**src/rtl/core/ohtab_pkg.sv**
```systemverilog
// ----------------------------------------------------------------------------
// ohtab_pkg
// shared types and constants of the open addressing hash table
// ----------------------------------------------------------------------------
package ohtab_pkg;

   localparam logic [1:0] CMD_GET = 2'd0;
   localparam logic [1:0] CMD_PUT = 2'd1;
   localparam logic [1:0] CMD_DEL = 2'd2;

   localparam logic [1:0] ST_OK   = 2'd0;
   localparam logic [1:0] ST_MISS = 2'd1;
   localparam logic [1:0] ST_FULL = 2'd2;

   localparam logic [1:0] MARK_EMPTY = 2'd0;
   localparam logic [1:0] MARK_LIVE  = 2'd1;
   localparam logic [1:0] MARK_TOMB  = 2'd2;

   localparam logic [63:0] FNV_BASIS = 64'hCBF29CE484222325;
   localparam int HOME_BITS = 16;

   typedef struct packed {
      logic [1:0]  command;
      logic [63:0] key_bytes;
      logic [3:0]  key_length;
      logic [31:0] put_value;
   } req_type;

   typedef struct packed {
      logic        found;
      logic [31:0] get_value;
      logic [1:0]  status;
   } rsp_type;

   typedef struct packed {
      logic [1:0]           command;
      logic [63:0]          key_bytes;
      logic [3:0]           key_length;
      logic [31:0]          put_value;
      logic [HOME_BITS-1:0] home;
   } entry_type;

   typedef enum logic [1:0] {
      F_IDLE,
      F_HASH,
      F_MOD,
      F_PUSH
   } front_state_type;

   typedef enum logic [2:0] {
      B_CLEAR,
      B_IDLE,
      B_READ,
      B_EVAL,
      B_DONE
   } back_state_type;

   // fnv prime is 2^40 + 0x1b3
   function automatic logic [63:0] fnv_mul(input logic [63:0] h);
      fnv_mul = (h << 40) + (h << 8) + (h << 7) + (h << 5) + (h << 4) + (h << 1) + h;
   endfunction

endpackage

```
**src/rtl/core/ohtab_queue.sv**
```systemverilog
// ----------------------------------------------------------------------------
// ohtab_queue
// two entry queue between the hashing front and the probing back
// ----------------------------------------------------------------------------
module ohtab_queue (
   input  logic                 clock,
   input  logic                 reset,
   input  logic                 push_valid,
   output logic                 push_ready,
   input  ohtab_pkg::entry_type push_entry,
   output logic                 pop_valid,
   input  logic                 pop_ready,
   output ohtab_pkg::entry_type pop_entry
);
   import ohtab_pkg::*;

   entry_type  entry_ff [2];
   logic       wr_ptr_ff;
   logic       rd_ptr_ff;
   logic [1:0] count_ff;
   logic       do_push;
   logic       do_pop;

   assign push_ready = (count_ff != 2'd2);
   assign pop_valid  = (count_ff != 2'd0);
   assign pop_entry  = entry_ff[rd_ptr_ff];
   assign do_push    = push_valid && push_ready;
   assign do_pop     = pop_valid && pop_ready;

   always_ff @(posedge clock) begin
      if (reset) begin
         wr_ptr_ff <= 1'b0;
         rd_ptr_ff <= 1'b0;
         count_ff  <= 2'd0;
      end else begin
         if (do_push) wr_ptr_ff <= !wr_ptr_ff;
         if (do_pop)  rd_ptr_ff <= !rd_ptr_ff;
         if (do_push && !do_pop) begin
            count_ff <= count_ff + 2'd1;
         end else if (do_pop && !do_push) begin
            count_ff <= count_ff - 2'd1;
         end
      end
      if (do_push) entry_ff[wr_ptr_ff] <= push_entry;
   end

endmodule

```
**config.mk**
```make
export PLATFORM = sky130hd
export DESIGN_NAME = ohtab_queue
export DESIGN_NICKNAME = d
export VERILOG_FILES = /design/src/rtl/core/ohtab_pkg.sv /design/src/rtl/core/ohtab_queue.sv
export SDC_FILE = /design/constraint.sdc
export NUM_CORES = 1
export LEC_CHECK = 0
export BUFFER_PORTS_ARGS = -buffer_cell sky130_fd_sc_hd__buf_4
export CAP_MARGIN = 10
export CORE_MARGIN = 2
export CORE_UTILIZATION = 49
export CTS_BUF_LIST = sky130_fd_sc_hd__clkbuf_4
export DETAILED_ROUTE_END_ITERATION = 16
export GPL_TIMING_DRIVEN = 0
export PLACE_DENSITY = 0.79
export SLEW_MARGIN = 20
export SYNTH_ARGS = -nofsm -noshare
export SYNTH_HDL_FRONTEND = slang
export SYNTH_SLANG_ARGS = --single-unit
export TNS_END_PERCENT = 100
```
**constraint.sdc**
```tcl
create_clock -name clock -period 3.65 [get_ports clock]
set_clock_uncertainty 0.15 [all_clocks]
set_input_delay 0.1825 -clock clock [delete_from_list [all_inputs] [get_ports clock]]
set_output_delay 0.1825 -clock clock [all_outputs]
set_load 0.005 [all_outputs]
```
==> metrics <==
core region area=17800 µm²; commonest non-fill, non-tap cell in the layout=buf_4; WHS Path Cells=2; setup TNS=0 ns; most frequent cells in the layout=241 x buf_4, 236 x edfxtp_1, 122 x dlygate4sd3_1; Synth Register Bits=roughly 240; Placer Congestion=0.716; max cap viols=0; largest net degree at the start of global routing=72; post_cts resized=0; clk_lat worst skew=0.64 ns; Filler cells=1047; WL per Instance=17.6 µm; Vias=5283; Req. time, crit path=3.32 ns; Slew Viols, Final=0; overall power=0.00771 W; total grt overflow=0; worst endpoint data arrival time=1.96 ns; Slew headroom=0.667; Critical Path Source Type=flip-flop; Min Clock Period, post-route=approximately 2.3 ns; status=completed; crit-path max FO=10; antenna violations before repair=0; layout cells sized above 1=0.533; Rows=just under 50; Final WS setup=1.36 ns; Area growth, synth to finish=46.8%; synthesized area=8800 µm²; R2R cell count=4; Worst Setup Path Type=reg2out; cell count after synthesis=391; Worst Max-Slew Pin Slew=0.500 ns; leakage=4.99 nW; Port Buffer Count=241; H-tree Lvls=2; Nets=940; Die Ht=138 µm; CTS Sinks=241; vias in the first global route=6004; CTS tree=built; Final Hold Vio Count=0; max frequency=437 MHz; CTS Buffer Depth=3; final setup fails=0; CP endpoint kind=output port; Routed Antenna Nets=0; Clk pin slew, worst setup/hold paths=0.07 ns; die area=19100 µm²; RSZ-0062 raised after global routing=false; Synth cell types=19; yosys warns=0; average cell area after synthesis=22.5 µm²; Horiz. Die Dim=138 µm; Residual DRC=0; VDD IR max=approximately 370 µV; 1st-iter DRT viols=between 200 and 250; DP HPWL=11200 µm; vias per inst=4.82; WL final=about 19000 µm; Starting Density=0.495; Post-Place Setup Slack=1.46 ns; drt pass-1 iters=4; pwr dens=597 nW/µm²; CTS buffer count=58; Ports=242; All-Layer GR Usage=0.201; first-pass GRT wire length=30300 µm; fin crit share=0.627; Root Buffer Master=clkbuf_4; post-synthesis sequential area ratio=0.816; syn nets=514; Hold Crit Class=in2reg
[what timing repair did]
action,4_1_cts,5_1_grt
buffers inserted,0,0
endpoints found under the hold margin,258,0
endpoints found under the setup margin,0,0
hold buffers,122,0
[cell type report]
class	instances	area, µm²	area share
Clock buffer	77	578	0.0447
Inverter	1	8.76	0.000678
Buffer	13	90.1	0.00697
Timing Repair Buffer	366	3110	0.241
Tap cell	229	287	0.0222
Sequential cell	241	7190	0.556
Antenna cell	1	2.50	0.000194
Multi-Input combinational cell	136	1530	0.118
Clock inverter	31	128	0.00988
[logic make-up after synthesis]
kind of cell	count (synthesis)	share of synthesized area
DFF	241	0.816
AOI/OAI and AO/OA	5	0.00341
adders and majority gates	1	0.00142
and+or+nand+nor	9	0.00569
muxes	118	0.159
buffers and inverters	14	0.0107
xor gates and xnor gates	3	0.00299
[power breakdown]
group          internal (W)  switching, W  total, W  leakage, nW
Combinational       0.00124      0.000904   0.00214         2.33
Sequential          0.00345     0.0000900   0.00354         2.25
Clock              0.000995       0.00103   0.00202        0.411
[Yosys cell counts]
master,n,area share
nand3b_1,1,0.00085
mux2_2,98,0.13
or2_2,1,0.00071
ha_1,1,0.0014
dfxtp_1,5,0.011
buf_2,9,0.0051
edfxtp_1,236,0.81
a21bo_2,1,0.0011
xor2_1,3,0.0030
o21ai_0,2,0.0011
and3_1,1,0.00071
or3_1,1,0.00071
inv_1,1,0.00043
and2_1,1,0.00071
nand2b_1,1,0.00071
a21oi_1,2,0.0011
nor2_1,3,0.0013
mux2_4,20,0.034
buf_6,4,0.0051
[layer usage]
| metal | vias to the layer above | share of wire | routed length [µm] | GRT usage |
|---|---|---|---|---|
| li1 | 2451 | - | - | - |
| met1 | 2560 | 0.37 | 7070 | 0.213 |
| met2 | 226 | 0.54 | 10500 | 0.368 |
| met3 | 46 | 0.064 | 1240 | 0.0648 |
| met4 | 0 | 0.028 | 532 | 0.0827 |
| met5 | - | 0 | 0 | 0 |
[flip-flops by register name, summed over array words and instances, names as in the netlist, named ones only]
register   cells
count_ff       2
entry_ff     236
rd_ptr_ff      1
wr_ptr_ff      1
[final timing paths]
kind	slack [ns]	start	endpoint
worst min register to register	0.40	count_ff[1]	count_ff[1]
worst max-delay path	1.36	flip-flop	pop_entry[97]
worst min-delay path	0.09	push_entry[25]	entry_ff[1][25]
worst max register to register	1.42	count_ff[0]	entry_ff[0][54]
[metrics by stage]
stage / hold slack, ns / instance area, µm² / util / cells
2_1_floorplan: 0.102 / 8800 / - / 391
3_3_place_gp: 0.217 / 10900 / 0.613 / 861
3_5_place_dp: 0.220 / 11000 / 0.618 / 864
4_1_cts: 0.0296 / 12900 / 0.727 / 1094
5_1_grt: 0.0207 / 12900 / 0.727 / 1094
6_report: 0.0853 / 12900 / 0.727 / 1095
[worst max-delay path: stages (launching register included)]
cell and delay [ns]:
dfxtp_1 0.32, buf_6 0.17, buf_6 0.17, buf_6 0.19
mux2_4 0.32, buf_4 0.13
Power figures use the tool's default switching activity.
