$ cat src/rtl/core/ohtab_pkg.sv
// ----------------------------------------------------------------------------
// ohtab_pkg
// shared types and constants of the open addressing hash table
// ----------------------------------------------------------------------------
package ohtab_pkg;

   localparam logic [1:0] CMD_GET = 2'd0;
   localparam logic [1:0] CMD_PUT = 2'd1;
   localparam logic [1:0] CMD_DEL = 2'd2;

   localparam logic [1:0] ST_OK   = 2'd0;
   localparam logic [1:0] ST_MISS = 2'd1;
   localparam logic [1:0] ST_FULL = 2'd2;

   localparam logic [1:0] MARK_EMPTY = 2'd0;
   localparam logic [1:0] MARK_LIVE  = 2'd1;
   localparam logic [1:0] MARK_TOMB  = 2'd2;

   localparam logic [63:0] FNV_BASIS = 64'hCBF29CE484222325;
   localparam int HOME_BITS = 16;

   typedef struct packed {
      logic [1:0]  command;
      logic [63:0] key_bytes;
      logic [3:0]  key_length;
      logic [31:0] put_value;
   } req_type;

   typedef struct packed {
      logic        found;
      logic [31:0] get_value;
      logic [1:0]  status;
   } rsp_type;

   typedef struct packed {
      logic [1:0]           command;
      logic [63:0]          key_bytes;
      logic [3:0]           key_length;
      logic [31:0]          put_value;
      logic [HOME_BITS-1:0] home;
   } entry_type;

   typedef enum logic [1:0] {
      F_IDLE,
      F_HASH,
      F_MOD,
      F_PUSH
   } front_state_type;

   typedef enum logic [2:0] {
      B_CLEAR,
      B_IDLE,
      B_READ,
      B_EVAL,
      B_DONE
   } back_state_type;

   // fnv prime is 2^40 + 0x1b3
   function automatic logic [63:0] fnv_mul(input logic [63:0] h);
      fnv_mul = (h << 40) + (h << 8) + (h << 7) + (h << 5) + (h << 4) + (h << 1) + h;
   endfunction

endpackage

$ cat src/rtl/core/ohtab_front.sv
// ----------------------------------------------------------------------------
// ohtab_front
// accepts requests, hashes the key with fnv-1 and reduces it to a home slot
// ----------------------------------------------------------------------------
module ohtab_front #(
   parameter int SLOTS     = 1024,
   parameter int KEY_BYTES = 8
) (
   input  logic                 clock,
   input  logic                 reset,
   input  logic                 clearing,
   input  logic                 req_valid,
   output logic                 req_ready,
   input  ohtab_pkg::req_type   req_payload,
   output logic                 push_valid,
   input  logic                 push_ready,
   output ohtab_pkg::entry_type push_entry
);
   import ohtab_pkg::*;

   localparam int AW = $clog2(SLOTS);
   localparam int VW = AW + 8;
   localparam bit POW2 = (SLOTS & (SLOTS - 1)) == 0;
   localparam logic [31:0] RECIP = 32'((64'd1 << 32) / SLOTS);

   front_state_type state_ff, state_in;
   logic [1:0]     cmd_ff;
   logic [63:0]    key_ff;
   logic [3:0]     len_ff;
   logic [31:0]    val_ff;
   logic [63:0]    h_ff, h_in;
   logic [3:0]     cnt_ff;
   logic [3:0]     step_ff;
   logic [7:0]     q_ff;
   logic [AW-1:0]  r_ff;
   logic [VW-1:0]  v_cur;
   logic [VW+31:0] prod;
   logic [7:0]     q_in;
   logic [VW-1:0]  rem;
   logic [VW-1:0]  r_in;
   logic [3:0]     len_c;
   logic [63:0]    key_m;
   logic           accept;
   logic [AW-1:0]  home;

   assign accept = req_valid && req_ready;
   assign len_c = (req_payload.key_length > 4'(KEY_BYTES)) ? 4'(KEY_BYTES)
                                                           : req_payload.key_length;

   always_comb begin
      for (int b = 0; b < 8; b++) begin
         key_m[b*8 +: 8] = (4'(b) < len_c) ? req_payload.key_bytes[b*8 +: 8] : 8'h00;
      end
   end

   // remainder one hash byte at a time, quotient estimate by reciprocal
   assign h_in  = fnv_mul(h_ff) ^ {56'h0, key_ff[{cnt_ff[2:0], 3'b000} +: 8]};
   assign v_cur = {r_ff, h_ff[63:56]};
   assign prod  = (VW+32)'(v_cur) * (VW+32)'(RECIP);
   assign q_in  = prod[39:32];
   assign rem   = v_cur - VW'(q_ff) * VW'(SLOTS);
   assign r_in  = (rem >= VW'(SLOTS)) ? rem - VW'(SLOTS) : rem;
   assign home  = POW2 ? h_ff[AW-1:0] : r_ff;

   always_comb begin
      state_in = state_ff;
      unique case (state_ff)
         F_IDLE: begin
            if (accept) state_in = F_HASH;
         end
         F_HASH: begin
            if (cnt_ff == len_ff) state_in = POW2 ? F_PUSH : F_MOD;
         end
         F_MOD: begin
            if (step_ff == 4'd15) state_in = F_PUSH;
         end
         F_PUSH: begin
            if (push_ready) state_in = F_IDLE;
         end
         default: state_in = F_IDLE;
      endcase
   end

   always_comb begin
      req_ready  = (state_ff == F_IDLE) && !clearing;
      push_valid = (state_ff == F_PUSH);
      push_entry.command    = cmd_ff;
      push_entry.key_bytes  = key_ff;
      push_entry.key_length = len_ff;
      push_entry.put_value  = val_ff;
      push_entry.home       = HOME_BITS'(home);
   end

   always_ff @(posedge clock) begin
      if (reset) begin
         state_ff <= F_IDLE;
      end else begin
         state_ff <= state_in;
      end
      if (accept) begin
         cmd_ff <= req_payload.command;
         key_ff <= key_m;
         len_ff <= len_c;
         val_ff <= req_payload.put_value;
         h_ff   <= FNV_BASIS;
         cnt_ff <= 4'd0;
      end else if (state_ff == F_HASH) begin
         if (cnt_ff != len_ff) begin
            h_ff   <= h_in;
            cnt_ff <= cnt_ff + 4'd1;
         end else begin
            r_ff    <= '0;
            step_ff <= 4'd0;
         end
      end else if (state_ff == F_MOD) begin
         step_ff <= step_ff + 4'd1;
         if (!step_ff[0]) begin
            q_ff <= q_in;
         end else begin
            r_ff <= r_in[AW-1:0];
            h_ff <= {h_ff[55:0], 8'h00};
         end
      end
   end

endmodule

$ cat config.mk
export PLATFORM = sky130hd
export DESIGN_NAME = ohtab_front
export DESIGN_NICKNAME = d
export VERILOG_FILES = /design/src/rtl/core/ohtab_pkg.sv /design/src/rtl/core/ohtab_front.sv
export SDC_FILE = /design/constraint.sdc
export NUM_CORES = 1
export LEC_CHECK = 0
export ABC_CLOCK_PERIOD_IN_PS = 5400
export BUFFER_PORTS_ARGS = -buffer_cell sky130_fd_sc_hd__buf_4
export CORE_AREA = 2 2 120 122
export CTS_BUF_LIST = sky130_fd_sc_hd__clkbuf_4 sky130_fd_sc_hd__clkbuf_8
export DETAILED_ROUTE_END_ITERATION = 16
export DIE_AREA = 0 0 122 124
export PLACE_DENSITY = 0.78
export SLEW_MARGIN = 20
export SYNTH_ARGS = -nofsm -noshare
export SYNTH_HDL_FRONTEND = slang
export SYNTH_SLANG_ARGS = --single-unit
$ cat constraint.sdc
create_clock -name clock -period 5.4 [get_ports clock]
set_input_delay 1.62 -clock clock [delete_from_list [all_inputs] [get_ports clock]]
set_output_delay 1.62 -clock clock [all_outputs]
set_load 0.01 [all_outputs]
==> results.md, run 1 <==
* Status: finished, final reports clean
* Worst setup margin at 1.598 ns
* Layout Skew at 0.01133 ns
* CTS buffer count at 17
* CTS tree: built
* Nets@finish at 776
* Postcts setup bufs at 0
* Async set or reset register ratio after synthesis at 0
* Largest net degree at the start of global routing at 78
* Crit Path Max Fanout at 6
* Area delta synth->final at 37.77%
* Routed vias at 4,032
* Avg Cell Area, Syn at 14.71 um2
* Initial antenna violation count at 0
* Final worst-path cycle share at 0.7041
* Buffers on Ports at between 200 and 250
* Die area at 15,130 um2
* Max Clk Rate at 0.2630 GHz
* Finish-stage setup viols at 0
* Worst Setup End Kind: flip-flop
* Post-synth cell types at 43
* Critical path startpoint category: flip-flop
* CTS-repair resized insts at 0
* Worst EP required at 5.77 ns
* H-tree levels at 4
* Starting Density at 0.4278
* Gr usage total at 0.2059
* Worst slew pin tran at 1.039 ns
* Chip width at about 120 um
* Row cnt at between 40 and 50
* Root buffer cell: clkbuf_8
* Post-synthesis instance total at 399
* Worst path most repeated cell: inv_1
* ANT nets after route at 0
* Pleak at 3.398 nW
* Wire length per cell at 18.60 um
* CORE AREA at 13,720 um2
* CTS max path bufs at 2
* Critical Path Max Stage Delay at 0.56 ns
* Yosys top cell area share at 0.5423
* Yosys top cell by area: edfxtp_1
* Setup TNS Final at 0 ns
* Dominant cells by area after synthesis: edfxtp_1 (54%), ha_1 (6.0%), nor2b_1 (5.6%), dfxtp_1 (5.5%), mux4_2 (5.4%)
* Die Ht at ~120 um
* WP data arrival at 4.17 ns
* Share of layout cells above drive strength 1 at 0.4346
* DRT Pass-1 Iters at 4
* Vias per cell at 4.905
* Max-Cap Viols at 0
* Final hold vios at 0
* Vias in the first global route at 4,331
* RSZ-0062 raised after global routing: false
* Flops & latches, synth at 122
* DPL Wire Length at 11,570 um
* Num ports at 227
* Fillers at 1,060
* GR Overflow Total at 0
* VDD IR max at around 0.37 mV
* Worst Hold Class: flip-flop to flip-flop
* Inserted Diodes at 0
* Clk slew on worst S/H paths at 0.08 ns
* Sequence of cells on the critical path: inv_1 -> fa_1 -> inv_1 -> fa_1 -> ha_1 -> ha_1 -> ha_1 -> inv_1 -> fa_1 -> inv_1 -> a21o_1 -> a21oi_1 -> xnor3_1 -> o21ai_0
* Top FF cell, synth: edfxtp_1
* Critical path type: flip-flop to flip-flop
* Synth Warn # at 0
* EDFF count, synth at 106
* Slowest CP cell: fa_1
* CTS Hold Bufs at 0
* Pre-CTS setup slack at ~1.6 ns
* First-pass GRT wire length at 22,660 um
* DRT iter0 DRCs at ~200
* Pwr Density at between 500 and 600 nW/um2
* Mapped cell area at roughly 5900 um2
* Hold Slack at 0.5130 ns
* Gpl congestion at 0.7775
* Slew Viols, Final at 0
* Sequential share of the synthesized area at 0.5969
* Slew margin rel. at 0.3040
* Min cycle time layout at 3.802 ns
* DR DRC count at 0
* Final WL at 15,290 um
* Clk Latency, worst-skew pair at approximately 0.44 ns
* CTS sink cnt at 122
## final timing paths
kind | start | end | slack (ns) | cells after the start
min reg2reg | h_ff[8]$_SDFFE_PP1P_ | h_ff[8]$_SDFFE_PP1P_ | 0.51 | 2
max reg2reg | h_ff[0]$_SDFFE_PP1P_ | h_ff[9]$_SDFFE_PP1P_ | 1.60 | 14
max | h_ff[0]$_SDFFE_PP1P_ | h_ff[9]$_SDFFE_PP1P_ | 1.60 | 14
min | h_ff[8]$_SDFFE_PP1P_ | h_ff[8]$_SDFFE_PP1P_ | 0.51 | 2
## routing by layer
metal	GRT usage	routed length, um
met5	0	0
met4	0.08190	330
met3	0.07830	1240
met2	0.3684	8239
met1	0.2196	5483
## cells in the final DEF, fill, tap and decap left out, types with 10 or more instances in the layout
cell type    n
nor2_1      11
nand2_1     13
buf_4      225
and2_1      17
clkbuf_8    17
ha_1        28
dfxtp_1     16
mux4_2      14
nor2b_1     53
edfxtp_1   106
mux2i_1     10
inv_1       23
xnor2_1     16
fa_1        12
## cell type report
type | instances | area [um2] | share of cell area
clock buffers | 17 | 234.0 | 0.02893
clock inverters | 15 | 165.2 | 0.02042
inverters | 24 | 92.59 | 0.01145
multi-input cells | 239 | 2177 | 0.2692
flip-flops and latches | 122 | 3503 | 0.4332
well taps | 180 | 225.2 | 0.02785
repair buffers | 225 | 1689 | 0.2089
## synth_stat cells, types with 2 or more instances
cell / number
a21o_1: 2
a21oi_1: 9
a31oi_1: 3
and2_1: 17
buf_2: 2
buf_4: 7
buf_6: 5
clkbuf_1: 5
dfxtp_1: 16
edfxtp_1: 106
fa_1: 12
ha_1: 28
inv_1: 24
mux2_2: 2
mux2i_1: 10
mux4_2: 14
nand2_1: 13
nand3_1: 8
nor2_1: 11
nor2b_1: 53
nor3b_1: 2
nor4_1: 2
o21ai_0: 5
xnor2_1: 16
xor2_1: 9
## power breakdown
part / switching [mW] / internal (mW)
clock: 0.399 / 0.418
sequential: 0.166 / 1.25
combinational: 1.14 / 1.20
## flip-flops by register name, indices dropped and copies added (netlist names)
register / flops
state_ff: 2
cnt_ff: 4
val_ff: 32
key_ff: 64
step_ff: 4
len_ff: 4
h_ff: 10
cmd_ff: 2
## cell families after synthesis
kind of cell,after synthesis,synth area share
multiplexers,26,0.07461
adder cells (fa/ha/maj),40,0.1006
AO/OA/AOI/OAI,29,0.03731
XOR/XNOR,27,0.04391
buffers and inverters,43,0.03880
flip-flops,122,0.5969
other,1,0.0006389
AND/OR/NAND/NOR,111,0.1072
## metrics by stage
step | util | cell area (um2) | std cells | total power, mW
6_report | 0.5894 | 8087 | 822 | 4.571
5_1_grt | 0.5894 | 8087 | 822 | 4.965
4_1_cts | 0.5884 | 8073 | 822 | 4.623
3_5_place_dp | 0.5593 | 7674 | 790 | 3.783
3_3_place_gp | 0.5593 | 7674 | 790 | 3.709
2_1_floorplan | - | 5889 | 404 | 3.160
## worst max-delay path: cells and delay by family, from the launching register on
family / cells / cell delay, ns
fa+ha+maj: 6 / 2.00
compound gates: 3 / 0.53
flops: 1 / 0.50
buf+inv: 4 / 0.36
xor+xnor: 1 / 0.32
(Power assumes the default switching activity.)
==> run 2: changes to the inputs <==
Settings changed: ABC_CLOCK_PERIOD_IN_PS 5400 to 3430.
Clock period 5.4 ns to 3.43 ns, I/O delays scaled along.
==> run 2 against run 1 <==
Compared with the run above: clock-buffer cell count increased by 1; fmax increased by 14%; non-clock buffer count increased by 17; sequential share of layout area decreased by 1.2 points; final area increased by 2.9%; power increased by 75%.
==> results.md, run 2 (synthesized netlist as in run 1, its figures left out) <==
* Vias in the first global route at 4,502
* CTS max path bufs at 2
* Total Power at approximately 8 mW
* CTS Hold Bufs at 0
* Worst Setup End Kind: flip-flop
* Worst setup margin at 0.09899 ns
* Commonest cells after routing, fill and taps aside: buf_4 (239), edfxtp_1 (106), nor2b_1 (53)
* Net Sw Frac at 0.3652
* Final WL at 16,110 um
* VDD IR max at 0.6493 mV
* Root buffer cell: clkbuf_8
* Post-route cell area at approximately 8300 um2
* Clk slew on worst S/H paths at around 0.070 ns
* H-tree levels at 4
* Starting Density at 0.4278
* Crit Path Max Fanout at 3
* DRT iter0 DRCs at roughly 250
* CORE AREA at between 10,000 and 15,000 um2
* Share of layout cells above drive strength 1 at 0.4704
* Critical Path Max Stage Delay at around 0.53 ns
* DR DRC count at 0
* Pleak at 3.517 nW
* Critical path type: flip-flop to flip-flop
* Vias per cell at 4.906
* DPL Wire Length at about 12,000 um
* Sequential share of power at 0.266
* Finish-stage setup viols at 0
* Nets@finish at 793
* Slowest CP cell: fa_1
* Min cycle time layout at 3.331 ns
* Layout Skew at 0.005395 ns
* Largest registers: key_ff: 64 flops, val_ff: 32 flops, h_ff: 10 flops
* Clk Latency, worst-skew pair at 0.43 ns
* Gpl congestion at ~0.83
* Wire length per cell at around 19 um
* Most common cell after layout, fill and taps aside: buf_4
* Dpl cell area at approximately 7800 um2
* Internal at between 5 and 6 mW
* Inserted Diodes at 0
* Sequence of cells on the critical path: inv_4 -> fa_1 -> inv_1 -> fa_1 -> ha_1 -> ha_1 -> ha_2 -> inv_2 -> fa_2 -> inv_1 -> a21o_1 -> a21oi_2 -> xnor3_1 -> o21ai_1
* Row cnt at 43
* GR Overflow Total at 0
* Buffers on Ports at 220
* CTS buffer count at 17
* Fillers at 1,081
* Final worst-path cycle share at 0.9711
* Largest net degree at the start of global routing at 46
* First-pass GRT wire length at 23,860 um
* Pre-CTS setup slack at -0.07465 ns
* Slew margin rel. at 0.4015
* Worst slew pin tran at ~0.9 ns
* Slew Viols, Final at 0
* Worst Hold Class: flip-flop to flip-flop
* Max-Cap Viols at 0
* Die area at roughly 15,000 um2
* ANT nets after route at 0
* Hold Slack at 0.5516 ns
* RSZ-0062 raised after global routing: true
* CTS tree: built
* Psw at 2.928 mW
* Num ports at 227
* WP data arrival at approximately 3.7 ns
* Max reg flops at 64
* Final hold vios at 0
* Critical path startpoint category: flip-flop
* Routed vias at 4,116
* Comb pwr share at 0.560
* Status: finished, final reports clean
* Gr usage total at 0.2191
* Pwr Density at 963.1 nW/um2
* Max Clk Rate at ~0.3 GHz
* Clock share of power at 0.174
* Largest register by flop count: key_ff
* DRT Pass-1 Iters at 4
* Area delta synth->final at 41.82%
* Worst EP required at 3.80 ns
* Die Ht at 124 um
* Chip width at between 100 and 150 um
* CTS sink cnt at 122
* Initial antenna violation count at 0
==> run 2: cell count changes in the layout (fill, tap and decap cells not counted), moves of 3 or more <==
cell     before  now
dfxtp_1      16   12
buf_4       225  239
inv_6         6    1
ha_1         28   25
inv_1        23   20
dfxtp_2       0    4
==> run 2: worst paths after layout <==
| kind | start | end | slack [ns] | cells past startpoint |
|---|---|---|---|---|
| worst max register to register | h_ff[0]$_SDFFE_PP1P_ | h_ff[9]$_SDFFE_PP1P_ | 0.1 | 14 |
| worst min-delay path | h_ff[6]$_SDFFE_PP0P_ | h_ff[6]$_SDFFE_PP0P_ | 0.55 | 2 |
| worst min register to register | h_ff[6]$_SDFFE_PP0P_ | h_ff[6]$_SDFFE_PP0P_ | 0.55 | 2 |
| worst max-delay path | h_ff[0]$_SDFFE_PP1P_ | h_ff[9]$_SDFFE_PP1P_ | 0.1 | 14 |
==> run 2: cell type report <==
class	count	area (um2)	area share
sequential	122	3508	0.4215
tap	180	225.2	0.02706
multi-input combinational	239	2211	0.2656
inverter	24	95.09	0.01142
clock buffer	18	241.5	0.02901
clock inverter	14	197.7	0.02375
timing repair buffer	242	1846	0.2217
==> run 2: what timing repair did <==
action / in CTS / in global routing
buffers inserted: 0 / 1
pin swaps: 2 / 9
endpoints found under the hold margin: 0 / 0
resized for setup: 7 / 8
endpoints found under the setup margin: 2 / 3
==> run 2: critical path: cells and delay by family, from the launching register on <==
| kind | cells | cell delay, ns |
|---|---|---|
| buffers and inverters | 4 | 0.21 |
| XOR/XNOR | 1 | 0.32 |
| AO/OA/AOI/OAI | 3 | 0.33 |
| adder cells (fa/ha/maj) | 6 | 2.05 |
| flip-flops | 1 | 0.35 |
==> run 2: power groups by stage <==
stage | registers [mW] | logic, mW | clock network, mW
after floorplan | 2.28 | 2.70 | 0
after global placement | 2.15 | 3.96 | 0
after detailed placement | 2.16 | 4.10 | 0
after CTS | 2.13 | 4.21 | 1.43
after global routing | 2.17 | 5.05 | 1.48
final | 2.13 | 4.49 | 1.39
==> run 2: layer usage <==
layer	routed length [um]	vias up	track usage
li1	-	1913	-
met1	5531	2004	0.2257
met2	8775	176	0.3994
met3	1421	23	0.08516
met4	386	0	0.08764
met5	0	-	0
==> run 2: stage by stage <==
stage	setup TNS [ns]	std cells	utilization
global route	-0.08940	839	0.6067
floorplan	0	404	-
global placement	0	806	0.5701
finish	0	839	0.6067
CTS	0	838	0.6028
detailed placement	-0.1001	806	0.5701
==> run 3: changes to the inputs <==
Settings changed: ABC_AREA set to 1, ABC_CLOCK_PERIOD_IN_PS 3430 to 3730, CORE_AREA 2 2 120 122 to 2 2 124 126, DIE_AREA 0 0 122 124 to 0 0 126 128, PLACE_DENSITY 0.78 to 0.74.
Clock period 3.43 ns to 3.73 ns, I/O delays scaled along.
==> run 3 against run 2 <==
Compared with the run above: fmax is 5.0% lower; core utilization is 3.6 points lower; synthesized cell count is 67% higher; critical path type unchanged; flip-flop and latch count stayed put; sequential power is 8% lower; cell count is 31% higher.
==> results.md, run 3 <==
* Status: finished, final reports clean
* Slew margin rel. at 0.5579
* First-pass GRT wire length at 25,590 um
* CTS Hold Bufs at 0
* DR DRC count at 0
* Row cnt at 45
* Flops & latches, synth at 122
* ANT nets after route at 0
* Post-synthesis instance total at 667
* DRT Pass-1 Iters at 5
* Top FF cell, synth: edfxtp_1
* Slew Viols, Final at 0
* Pleak at 4.251 nW
* Avg Cell Area, Syn at around 9.4 um2
* Yosys top cell by area: edfxtp_1
* Routed vias at between 5,000 and 6,000
* Crit Path Max Fanout at 5
* Fillers at 1,338
* Worst EP required at roughly 4.1 ns
* Finish-stage setup viols at 0
* Initial antenna violation count at 0
* CTS buffer count at 17
* Share of layout cells above drive strength 1 at 0.3003
* DRT iter0 DRCs at 283
* Mapped cell area at 6262 um2
* Gpl congestion at around 0.86
* Postcts setup bufs at 0
* Register area at between 3000 and 4000 um2
* Yosys top cell area share at 0.5083
* Post-synth cell types at 25
* CORE AREA at 14,860 um2
* DPL Wire Length at 12,730 um
* Most common cell after layout, fill and taps aside: buf_4
* Placed cells at 1,065
* Wire length per cell at around 15 um
* EDFF count, synth at 106
* Buffers on Ports at 220
* Top cells by count, synth: nand2_1 (147), inv_1 (140), edfxtp_1 (106)
* Final hold vios at 0
* GR Overflow Total at 0
* CTS tree: built
* Die area at around 16,000 um2
* VDD IR max at roughly 0.37 mV
* Synth Warn # at 0
* RSZ-0062 raised after global routing: false
* Dominant cells by area after synthesis: edfxtp_1 (51%), nand2_1 (8.8%), inv_1 (8.4%), nand3_1 (6.1%), ha_1 (5.6%)
* Max Clk Rate at 0.2853 GHz
* Commonest cells after routing, fill and taps aside: buf_4 (228), nand2_1 (147), inv_1 (138)
* Count leader, synth: nand2_1
* Worst Hold Class: flip-flop to flip-flop
* WP data arrival at 3.84 ns
* Largest register by flop count: key_ff
* Worst Setup End Kind: flip-flop
* Nets@finish at 1,043
* Final WL at between 15,000 and 20,000 um
* Non-filler instance count after layout at 1,097
* Worst reg-to-reg setup slack at 0.22 ns
* Area delta synth->final at 35.52%
* Critical path type: flip-flop to flip-flop
* Worst slew pin tran at 0.6622 ns
* Pre-CTS setup slack at around 0.091 ns
* Pwr Density at 771.3 nW/um2
* Critical path startpoint category: flip-flop
* Clk Latency, worst-skew pair at 0.44 ns
* Final worst-path cycle share at 0.9397
* Min cycle time layout at 3.505 ns
* Async set or reset register ratio after synthesis at 0
* Num ports at 227
* Max-Cap Viols at 0
* Gr usage total at 0.2096
* Chip width at 126 um
* CTS max path bufs at 2
* H-tree levels at 4
* CTS sink cnt at around 120
* Vias per cell at around 4.7
* Worst setup margin at 0.2248 ns
* Multi-input combinational cell area at 2100 um2
* Die Ht at around 130 um
* Layout Skew at 0.008948 ns
* Starting Density at 0.4213
* Root buffer cell: clkbuf_8
* Vias in the first global route at 5,084
* Max reg flops at 64
* Sequential share of the synthesized area at 0.5594
* Inserted Diodes at 0
* Largest registers: key_ff: 64 flops, val_ff: 32 flops, h_ff: 10 flops
* Largest net degree at the start of global routing at 66
* Clk slew on worst S/H paths at 0.08 ns
run 3: cell count changes in the layout (fill, tap and decap cells not counted), sizes merged, moves of 14 or more:
cell   change
nor2b     -53
inv      +125
and2      -17
nand2    +134
nand3     +68
nor2      +55
mux4      -14
run 3: cell families (layout without fill, tap and decap cells):
logic type,Yosys count,after routing,share of synthesized area
and+or+nand+nor,295,295,0.1974
buffers and inverters,167,404,0.1083
DFF,122,122,0.5594
adders and majority gates,40,40,0.09431
AOI/OAI and AO/OA,34,34,0.02877
xor gates and xnor gates,8,8,0.01119
other,1,6,0.0005988
run 3: worst paths after layout:
path	cells after the start	start	endpoint
worst max-delay path	15	h_ff[1]$_SDFFE_PP0P_	h_ff[9]$_SDFFE_PP1P_
worst min-delay path	2	state_ff[0]$_SDFFE_PP0P_	state_ff[0]$_SDFFE_PP0P_
worst max register to register	15	h_ff[1]$_SDFFE_PP0P_	h_ff[9]$_SDFFE_PP1P_
worst min register to register	2	state_ff[0]$_SDFFE_PP0P_	state_ff[0]$_SDFFE_PP0P_
run 3: stage by stage:
step	hold WS, ns	cell area [um2]	TNS, ns	util	power (mW)
after floorplan	0.4809	6281	-74.21	-	4.407
after global placement	0.5109	8112	0	0.5457	5.322
after detailed placement	0.5246	8112	0	0.5457	5.456
after CTS	0.5394	8483	0	0.5707	6.579
after global routing	0.5600	8487	0	0.5710	7.188
final	0.5314	8487	0	0.5710	6.546
run 3: area by class of cell:
| class | count | area share |
|---|---|---|
| inverters | 143 | 0.06384 |
| repair buffers | 229 | 0.2040 |
| well taps | 188 | 0.02772 |
| multi-input cells | 383 | 0.2474 |
| clock inverters | 15 | 0.01622 |
| flip-flops and latches | 122 | 0.4132 |
| clock buffers | 17 | 0.02757 |
run 3: worst max-delay path, cell delays in order (launching register included):
cell and delay, ns:
dfxtp_2 0.38, inv_2 0.09, fa_1 0.49, fa_1 0.53
fa_1 0.56, inv_1 0.04, ha_1 0.29, ha_1 0.34
a21oi_1 0.19, nand3_1 0.12, nand2_1 0.09, nand2_1 0.06
nand2_1 0.07, nand2_1 0.05, nand3_1 0.06, nand2_1 0.05
run 3: power by group:
| group | internal (mW) | switching, mW |
|---|---|---|
| sequential | 1.78 | 0.183 |
| clock | 0.537 | 0.581 |
| combinational | 1.41 | 2.06 |
| total | 3.72 | 2.82 |
run 3: repair_timing:
| item | in CTS | in global routing |
|---|---|---|
| endpoints found under the setup margin | 0 | 2 |
| gates resized for setup | 0 | 5 |
| hold endpoints to repair | 0 | 0 |
run 3: per-layer routing:
layer,GRT usage,up-vias,routed length (um)
li1,-,2555,-
met1,0.2452,2405,6480
met2,0.3580,167,8509
met3,0.07137,25,1141
met4,0.07951,0,401
met5,0,-,0
